$ cat src/tla_pkg.sv
// tla_pkg: shared constants for the telnet line assembler.
// Parse mode codes, telnet byte codes, event kinds and parameter defaults.
// No dependencies.
package tla_pkg;

  // parameter defaults
  localparam int CHANNELS_DEFAULT = 256;
  localparam int LINE_MAX_DEFAULT = 1024;

  // payload widths
  localparam int CHAN_W  = 8;
  localparam int BYTE_W  = 8;
  localparam int KIND_W  = 3;
  localparam int MODE_W  = 3;

  // per-channel parse modes
  localparam logic [MODE_W-1:0] M_TEXT = 3'd0;
  localparam logic [MODE_W-1:0] M_IAC  = 3'd1;
  localparam logic [MODE_W-1:0] M_SKIP = 3'd3;
  localparam logic [MODE_W-1:0] M_DO   = 3'd4;

  // telnet command and option bytes
  localparam logic [BYTE_W-1:0] B_IAC     = 8'hFF;
  localparam logic [BYTE_W-1:0] B_DONT    = 8'hFE;
  localparam logic [BYTE_W-1:0] B_DO      = 8'hFD;
  localparam logic [BYTE_W-1:0] B_WONT    = 8'hFC;
  localparam logic [BYTE_W-1:0] B_WILL    = 8'hFB;
  localparam logic [BYTE_W-1:0] B_EL      = 8'hF8;
  localparam logic [BYTE_W-1:0] B_AYT     = 8'hF6;
  localparam logic [BYTE_W-1:0] B_IP      = 8'hF4;
  localparam logic [BYTE_W-1:0] OPT_TM    = 8'h06;
  localparam logic [BYTE_W-1:0] OPT_SGA   = 8'h03;
  localparam logic [BYTE_W-1:0] B_NEWLINE = 8'h0A;
  localparam logic [BYTE_W-1:0] B_SPACE   = 8'h20;

  // event kinds
  localparam logic [KIND_W-1:0] EV_KEEP      = 3'd0;
  localparam logic [KIND_W-1:0] EV_ERASE     = 3'd1;
  localparam logic [KIND_W-1:0] EV_LINE_END  = 3'd2;
  localparam logic [KIND_W-1:0] EV_LINE_FULL = 3'd3;
  localparam logic [KIND_W-1:0] EV_AYT       = 3'd4;
  localparam logic [KIND_W-1:0] EV_WILL_TM   = 3'd5;
  localparam logic [KIND_W-1:0] EV_WILL_SGA  = 3'd6;
  localparam logic [KIND_W-1:0] EV_DISCONN   = 3'd7;

endpackage

$ cat src/tla_if.sv
// tla_if: valid/ready channel interfaces for the telnet line assembler.
// Input word carries channel and byte, output word carries one event.
// Depends on tla_pkg.
interface tla_in_if
  import tla_pkg::*;
();
  logic              valid;
  logic              ready;
  logic [CHAN_W-1:0] channel;
  logic [BYTE_W-1:0] rx_byte;

  modport source (output valid, output channel, output rx_byte, input ready);
  modport sink   (input valid, input channel, input rx_byte, output ready);
endinterface

interface tla_out_if
  import tla_pkg::*;
();
  logic              valid;
  logic              ready;
  logic [CHAN_W-1:0] out_channel;
  logic [KIND_W-1:0] event_kind;
  logic [BYTE_W-1:0] char_out;

  modport source (output valid, output out_channel, output event_kind, output char_out,
                  input ready);
  modport sink   (input valid, input out_channel, input event_kind, input char_out,
                  output ready);
endinterface

$ cat src/telnet_line_assembler.sv
// telnet_line_assembler: per-channel telnet command stripper and line assembler.
// Words pass stage 1 (state read) and then the output register, where the event waits to be taken.
// Throughput: one word per cycle (one state read and one write-back per cycle, forwarded
// between back-to-back words on one channel); input stalls while a waiting event blocks or the clearing pass runs.
// Reset: synchronous; afterwards a clearing pass over every channel address zeroes the
// state memory, and no word is accepted until it finishes.
module telnet_line_assembler
  import tla_pkg::*;
#(
  parameter int CHANNELS = CHANNELS_DEFAULT,
  parameter int LINE_MAX = LINE_MAX_DEFAULT
) (
  input  logic      clk,
  input  logic      rst,
  tla_in_if.sink    rx,
  tla_out_if.source events
);

  localparam int AW = (CHANNELS > 1) ? $clog2(CHANNELS) : 1;
  localparam int CW = $clog2(LINE_MAX);
  localparam int EW = MODE_W + CW;
  localparam logic [CW-1:0] COUNT_LAST = CW'(LINE_MAX - 1);

  // clearing pass
  logic          sweeping;
  logic [AW-1:0] sweep_addr;

  // stage 1: item whose state read is in flight
  logic              s1_valid;
  logic [AW-1:0]     s1_addr;
  logic [CHAN_W-1:0] s1_chan;
  logic [BYTE_W-1:0] s1_byte;
  logic              byp_hit;
  logic [EW-1:0]     byp_data;

  // output register
  logic              out_valid;
  logic [CHAN_W-1:0] out_chan;
  logic [KIND_W-1:0] out_kind;
  logic [BYTE_W-1:0] out_char;

  // memory ports
  logic          rd_en;
  logic [AW-1:0] rd_addr;
  logic [EW-1:0] rd_data;
  logic          wr_en;
  logic [AW-1:0] wr_addr;
  logic [EW-1:0] wr_data;

  // stage 1 combinational results
  logic [EW-1:0]     cur;
  logic [MODE_W-1:0] cur_mode;
  logic [CW-1:0]     cur_count;
  logic [CW-1:0]     count_inc;
  logic [MODE_W-1:0] mode_next;
  logic [CW-1:0]     count_next;
  logic              s1_emit;
  logic [KIND_W-1:0] s1_kind;
  logic [BYTE_W-1:0] s1_char;
  logic              s1_adv;
  logic              s1_wr;
  logic              accept;
  logic              in_range;

  tla_chan_ram #(
    .DEPTH (CHANNELS),
    .WIDTH (EW),
    .AW    (AW)
  ) u_ram (
    .clk     (clk),
    .rd_en   (rd_en),
    .rd_addr (rd_addr),
    .rd_data (rd_data),
    .wr_en   (wr_en),
    .wr_addr (wr_addr),
    .wr_data (wr_data)
  );

  // handshake
  assign s1_adv   = !s1_emit || !out_valid || events.ready;
  assign s1_wr    = s1_valid && s1_adv;
  assign rx.ready = !sweeping && (!s1_valid || s1_adv);
  assign accept   = rx.valid && rx.ready;
  assign in_range = int'(rx.channel) < CHANNELS;

  // memory access: sweep writes zero, otherwise stage 1 writes back
  assign rd_en   = accept;
  assign rd_addr = AW'(rx.channel);
  assign wr_en   = sweeping || s1_wr;
  assign wr_addr = sweeping ? sweep_addr : s1_addr;
  assign wr_data = sweeping ? '0 : {mode_next, count_next};

  // walk the memory once after reset
  always_ff @(posedge clk) begin
    if (rst) begin
      sweeping   <= 1'b1;
      sweep_addr <= '0;
    end else if (sweeping) begin
      if (sweep_addr == AW'(CHANNELS - 1)) begin
        sweeping <= 1'b0;
      end
      sweep_addr <= sweep_addr + 1'b1;
    end
  end

  // advance stage 1; capture forwarded state when the write hits the read
  always_ff @(posedge clk) begin
    if (rst) begin
      s1_valid <= 1'b0;
    end else if (accept) begin
      s1_valid <= in_range;
    end else if (s1_adv) begin
      s1_valid <= 1'b0;
    end
  end

  always_ff @(posedge clk) begin
    if (accept) begin
      s1_addr  <= rd_addr;
      s1_chan  <= rx.channel;
      s1_byte  <= rx.rx_byte;
      byp_hit  <= s1_wr && (s1_addr == rd_addr);
      byp_data <= wr_data;
    end
  end

  assign cur       = byp_hit ? byp_data : rd_data;
  assign cur_mode  = cur[EW-1:CW];
  assign cur_count = cur[CW-1:0];
  assign count_inc = cur_count + 1'b1;

  // parse one byte against the channel state
  always_comb begin
    mode_next  = M_TEXT;
    count_next = cur_count;
    s1_emit    = 1'b0;
    s1_kind    = EV_KEEP;
    s1_char    = '0;
    unique case (cur_mode)
      M_IAC: begin
        unique case (s1_byte)
          B_IP: begin
            count_next = '0;
            s1_emit    = 1'b1;
            s1_kind    = EV_DISCONN;
          end
          B_DO: begin
            mode_next = M_DO;
          end
          B_WILL, B_WONT, B_DONT: begin
            mode_next = M_SKIP;
          end
          B_AYT: begin
            s1_emit = 1'b1;
            s1_kind = EV_AYT;
          end
          B_EL: begin
            count_next = '0;
            s1_emit    = 1'b1;
            s1_kind    = EV_ERASE;
          end
          default: begin
          end
        endcase
      end
      M_SKIP: begin
      end
      M_DO: begin
        if (s1_byte == OPT_TM) begin
          s1_emit = 1'b1;
          s1_kind = EV_WILL_TM;
        end else if (s1_byte == OPT_SGA) begin
          s1_emit = 1'b1;
          s1_kind = EV_WILL_SGA;
        end
      end
      default: begin
        priority if (s1_byte == B_IAC) begin
          mode_next = M_IAC;
        end else if (s1_byte == B_NEWLINE) begin
          count_next = '0;
          s1_emit    = 1'b1;
          s1_kind    = EV_LINE_END;
        end else if (s1_byte >= B_SPACE) begin
          s1_emit = 1'b1;
          s1_char = s1_byte;
          if (count_inc >= COUNT_LAST) begin
            count_next = '0;
            s1_kind    = EV_LINE_FULL;
          end else begin
            count_next = count_inc;
            s1_kind    = EV_KEEP;
          end
        end else begin
          // drop other control bytes
        end
      end
    endcase
  end

  // output register
  always_ff @(posedge clk) begin
    if (rst) begin
      out_valid <= 1'b0;
    end else if (s1_valid && s1_emit && s1_adv) begin
      out_valid <= 1'b1;
    end else if (events.ready) begin
      out_valid <= 1'b0;
    end
  end

  always_ff @(posedge clk) begin
    if (s1_valid && s1_emit && s1_adv) begin
      out_chan <= s1_chan;
      out_kind <= s1_kind;
      out_char <= s1_char;
    end
  end

  assign events.valid       = out_valid;
  assign events.out_channel = out_chan;
  assign events.event_kind  = out_kind;
  assign events.char_out    = out_char;

  // no word enters while the memory is being cleared
  a_no_accept_in_sweep: assert property (@(posedge clk) disable iff (rst)
    sweeping |-> !rx.ready)
    else $error("word accepted during clearing pass");

  // a stalled stage 1 item stays put and writes nothing
  a_s1_hold: assert property (@(posedge clk) disable iff (rst)
    (s1_valid && !s1_adv) |=> (s1_valid && $stable(s1_addr) && $stable(s1_byte)))
    else $error("stage 1 item lost while stalled");

  // stored line count stays below the forced-end threshold
  a_count_bound: assert property (@(posedge clk) disable iff (rst)
    s1_valid |-> (cur_count < COUNT_LAST))
    else $error("line count out of range, stale state forwarded");

  // a full, untaken output register never gets overwritten
  a_no_overwrite: assert property (@(posedge clk) disable iff (rst)
    (s1_valid && s1_emit && out_valid && !events.ready) |-> !s1_adv)
    else $error("pending event overwritten");

endmodule

$ cat src/tla_chan_ram.sv
// tla_chan_ram: single-port-write, single-port-read channel state memory.
// Read data is registered and updates only when a read is issued.
// No dependencies.
module tla_chan_ram #(
  parameter int DEPTH = 256,
  parameter int WIDTH = 13,
  parameter int AW    = 8
) (
  input  logic             clk,
  input  logic             rd_en,
  input  logic [AW-1:0]    rd_addr,
  output logic [WIDTH-1:0] rd_data,
  input  logic             wr_en,
  input  logic [AW-1:0]    wr_addr,
  input  logic [WIDTH-1:0] wr_data
);

  logic [WIDTH-1:0] mem [DEPTH];

  // write port
  always_ff @(posedge clk) begin
    if (wr_en) begin
      mem[wr_addr] <= wr_data;
    end
  end

  // registered read port, holds while idle
  always_ff @(posedge clk) begin
    if (rd_en) begin
      rd_data <= mem[rd_addr];
    end
  end

endmodule

$ cat src/flat_wrapper.sv
// flat-port wrapper written by rule: the top's interface ports become plain ports
module telnet_line_assembler_flat import tla_pkg::*;
#(
  parameter int CHANNELS = CHANNELS_DEFAULT,
  parameter int LINE_MAX = LINE_MAX_DEFAULT
)
  (clk, rst, rx_valid, rx_channel, rx_rx_byte, rx_ready, events_valid, events_out_channel, events_event_kind, events_char_out, events_ready);
  tla_in_if rx_i ();
  tla_out_if events_i ();
  input  logic clk;
  input  logic rst;
  input wire logic [$bits(rx_i.valid)-1:0] rx_valid;
  input wire logic [$bits(rx_i.channel)-1:0] rx_channel;
  input wire logic [$bits(rx_i.rx_byte)-1:0] rx_rx_byte;
  output wire logic [$bits(rx_i.ready)-1:0] rx_ready;
  output wire logic [$bits(events_i.valid)-1:0] events_valid;
  output wire logic [$bits(events_i.out_channel)-1:0] events_out_channel;
  output wire logic [$bits(events_i.event_kind)-1:0] events_event_kind;
  output wire logic [$bits(events_i.char_out)-1:0] events_char_out;
  input wire logic [$bits(events_i.ready)-1:0] events_ready;
  assign rx_i.valid = rx_valid;
  assign rx_i.channel = rx_channel;
  assign rx_i.rx_byte = rx_rx_byte;
  assign rx_ready = rx_i.ready;
  assign events_valid = events_i.valid;
  assign events_out_channel = events_i.out_channel;
  assign events_event_kind = events_i.event_kind;
  assign events_char_out = events_i.char_out;
  assign events_i.ready = events_ready;
  telnet_line_assembler #(.CHANNELS(CHANNELS), .LINE_MAX(LINE_MAX)) u_core (.clk(clk), .rst(rst), .rx(rx_i), .events(events_i));
endmodule
$ cat config.mk
export PLATFORM = sky130hd
export DESIGN_NAME = telnet_line_assembler_flat
export DESIGN_NICKNAME = d
export VERILOG_FILES = /design/src/tla_pkg.sv /design/src/tla_if.sv /design/src/telnet_line_assembler.sv /design/src/tla_chan_ram.sv /design/src/flat_wrapper.sv
export SDC_FILE = /design/constraint.sdc
export NUM_CORES = 2
export LEC_CHECK = 0
export BUFFER_PORTS_ARGS = -buffer_cell sky130_fd_sc_hd__buf_2
export CAP_MARGIN = 10
export CORE_MARGIN = 4
export CORE_UTILIZATION = 40
export CTS_CLUSTER_DIAMETER = 60
export CTS_CLUSTER_SIZE = 14
export DETAILED_ROUTE_END_ITERATION = 8
export PLACE_DENSITY = 0.55
export SYNTH_ARGS = -nofsm -noshare
export SYNTH_HDL_FRONTEND = slang
export SYNTH_SLANG_ARGS = --single-unit
$ cat constraint.sdc
create_clock -name clk -period 29.3 [get_ports clk]
set_input_delay 5.86 -clock clk [delete_from_list [all_inputs] [get_ports clk]]
set_output_delay 5.86 -clock clk [all_outputs]
set_load 0.03 [all_outputs]
==> impl_metrics.tcl <==
set metrics [dict create \
    core-area_sq_um 326900 \
    drt_iter0_drc 7212 \
    firstDrtPassIters 6 \
    setup_tns_ps 0 \
    ioPinCount 41 \
    die_x_microns 580.8 \
    die-area_sq_um 337300 \
    endpoint_kind "primary output" \
    synth_ff_type "edfxtp_1" \
    globalRouteTotalUtil_pct 20.33 \
    cp_max_fo 4 \
    worst-setup-path-type "input port to primary output" \
    start_util_pct 40.15 \
    cts_buffers 290 \
    nFillCells 27237 \
    timing.final.crit_share_pct 42.82 \
    syn_nets 5942 \
    crit_path_start_kind "input port" \
    synth.distinct_cells 63 \
    synth_area_per_cell_sq_um 22.17 \
    grt_first_pass_wirelength_microns 494600 \
    seq_area_frac_synth_pct 77.73 \
    synthToLayoutAreaGrowth_pct 12.00 \
    synthArstFlopShare_pct 0 \
    cts_tree "done" \
    antenna_found_initial 14 \
    finClkSkew_ps 42.22 \
    synth_seq_cells 3401 \
    place_inst 10300 \
    drcViolationCount 0 \
    ctsResizeCount 0 \
    dp_hpwl_microns 205800 \
    holdWs_ps 558.3 \
    drt-total-wl_microns 348100 \
    portBuffers 40 \
    via_per_inst 5.945 \
    power_leakage_nw 50.79 \
    cts_setup_buffers 0 \
    layout.cells.non_filler 10653 \
    power-per-cell-area_nw_per_um2 61.09 \
    htree_levels 5 \
    clock_latency_ps 860 \
    dieHeight_microns 580.8 \
    ctsRootBufferMaster "clkbuf_16" \
    maxCapViolCount 0 \
    worstPathArrival_ps 6690 \
    drtAntennaViolNets 0 \
    synth_area_sq_um 131200 \
    fmax_mhz 79.71 \
    wl_per_cell_microns 32.68 \
    synth_edf_count 3390 \
    hold_path_depth 2 \
    drive_above_1_share_pct 28.42 \
    hold_buffers 0 \
    nNetsFinal 6273 \
    grt.overflow.total 0 \
    vias 63328 \
    cts.path.max_buffers 4 \
    worst_pin_slew_ps 1407 \
    clkTransAtPathRegs_ps 70 \
    gp_congestion 0.8327 \
    finalSetupViolCount 0 \
    hold_viol 0 \
    final_max_slew_viol_count 0 \
    final_util_pct 44.97 \
    cts_sinks 3401 \
    required_ps 23440 \
    postSynthCellCount 5919 \
    period_minus_slack_ps 12550 \
    grt_pass1_vias 63557 \
    synth.yosys.warnings 0 \
    rows 210 \
    grt_max_degree 192 \
    status "finished clean" \
    rsz0062_at_grt "false" \
    max_slew_margin_pct 6.194 \
    hold_class "register to register" \
    rr_worst_depth 8 \
    vdd_drop_max_v 0.00004142 \
]
==> cell usage in the layout (no fill, tap or decap), types with 16 or more instances in the layout <==
master,instances
clkbuf_1,19
nor3_2,114
a211oi_1,36
buf_4,330
buf_2,34
nand2b_1,16
mux4_2,855
a221oi_1,72
a22oi_1,55
nor3_1,20
clkbuf_16,293
nor2_1,175
o22ai_1,54
o211ai_1,45
o21ai_0,48
mux2i_1,135
a21oi_1,36
nand2_1,136
a22o_1,76
edfxtp_1,3390
nor2_2,41
==> cell usage after synthesis, drive strengths merged, types with 14 or more instances <==
master  instances  share of area [%]
edfxtp       3390                 78
mux4          855                 15
nor2          219               0.63
buf           177               0.76
clkbuf        175               0.50
nor3          148               0.56
nand2         140               0.40
mux2i         135                1.0
a22o           76               0.51
a221oi         72               0.48
o22ai          56               0.27
a22oi          55               0.31
o21ai          50               0.19
a211oi         47               0.27
o211ai         45               0.26
a21oi          39               0.15
nand2b         17              0.081
nor2b          17              0.081
inv            14              0.040
nor4           14              0.067
xnor2          14              0.093
==> through the flow <==
step | cell area (sq um) | power (mW) | setup slack (ps)
floorplan | 131200 | 5.533 | 13000
detailed placement | 139200 | 5.646 | 16760
global placement | 139000 | 5.644 | 16760
finish | 147000 | 8.979 | 16750
CTS | 146900 | 9.062 | 16750
global route | 147000 | 9.261 | 16700
==> where the power goes <==
group          internal (mW)  total (mW)  leakage (nW)  switching (mW)
registers               5.27        5.27          37.0         0.00218
clock network           1.80        3.44          3.75            1.64
logic                 0.0794       0.263          10.0           0.184
total                   7.15        8.98          50.8            1.83
==> worst paths after layout <==
check                                    startpoint                                 end  slack, ps
setup / recovery                       events_ready                            rx_ready      16750
hold / removal    u_core.sweep_addr[6]$_SDFFE_PP0P_   u_core.sweep_addr[6]$_SDFFE_PP0P_        560
setup reg to reg           u_core.byp_hit$_DFFE_PP_  u_core.u_ram.mem[181][4]$_DFFE_PP_      23400
hold reg to reg   u_core.sweep_addr[6]$_SDFFE_PP0P_   u_core.sweep_addr[6]$_SDFFE_PP0P_        560
==> layer usage <==
| metal | wire length (microns) | GRT usage (%) |
|---|---|---|
| met5 | 26 | 0 |
| met4 | 10370 | 5.369 |
| met3 | 25500 | 3.310 |
| met2 | 164000 | 31.83 |
| met1 | 148200 | 29.83 |
==> registers in the layout (all words and copies together) (netlist names) <==
signal,cells
u_core.byp_data,13
u_core.byp_hit,1
u_core.events.char_out,8
u_core.events.event_kind,3
u_core.events.out_channel,8
u_core.events.valid,1
u_core.s1_addr,8
u_core.s1_byte,8
u_core.s1_valid,1
u_core.sweep_addr,8
u_core.sweeping,1
u_core.u_ram.mem,3328
u_core.u_ram.rd_data,13
==> area by class of cell <==
type                    instances  area (sq um)  share of cell area (%)
well taps                    4346          5438                   3.699
repair buffers                391          3080                   2.096
diodes                          8         20.02                 0.01362
clock inverters                27         245.2                  0.1668
flip-flops and latches       3401        102000                   69.41
multi-input cells            2151         28700                   19.52
inverters                      15         56.30                 0.03831
clock buffers                 314          7431                   5.055
==> cells by family (layout without fill, tap and decap cells) <==
group | count (synthesis) | count (layout) | share of synthesized area (%)
other | 0 | 8 | 0
AO/OA/AOI/OAI | 500 | 500 | 2.830
flip-flops | 3401 | 3401 | 77.73
adder cells (fa/ha/maj) | 3 | 3 | 0.02860
multiplexers | 1001 | 1001 | 15.80
AND/OR/NAND/NOR | 630 | 630 | 2.198
XOR/XNOR | 17 | 17 | 0.1135
buffers and inverters | 367 | 747 | 1.301
==> critical path, stage by stage <==
cell and delay, ps:
buf_2 100, nand2b_1 190, nor2_1 260, nor2_1 80
buf_2 180
(Power assumes the default switching activity.)
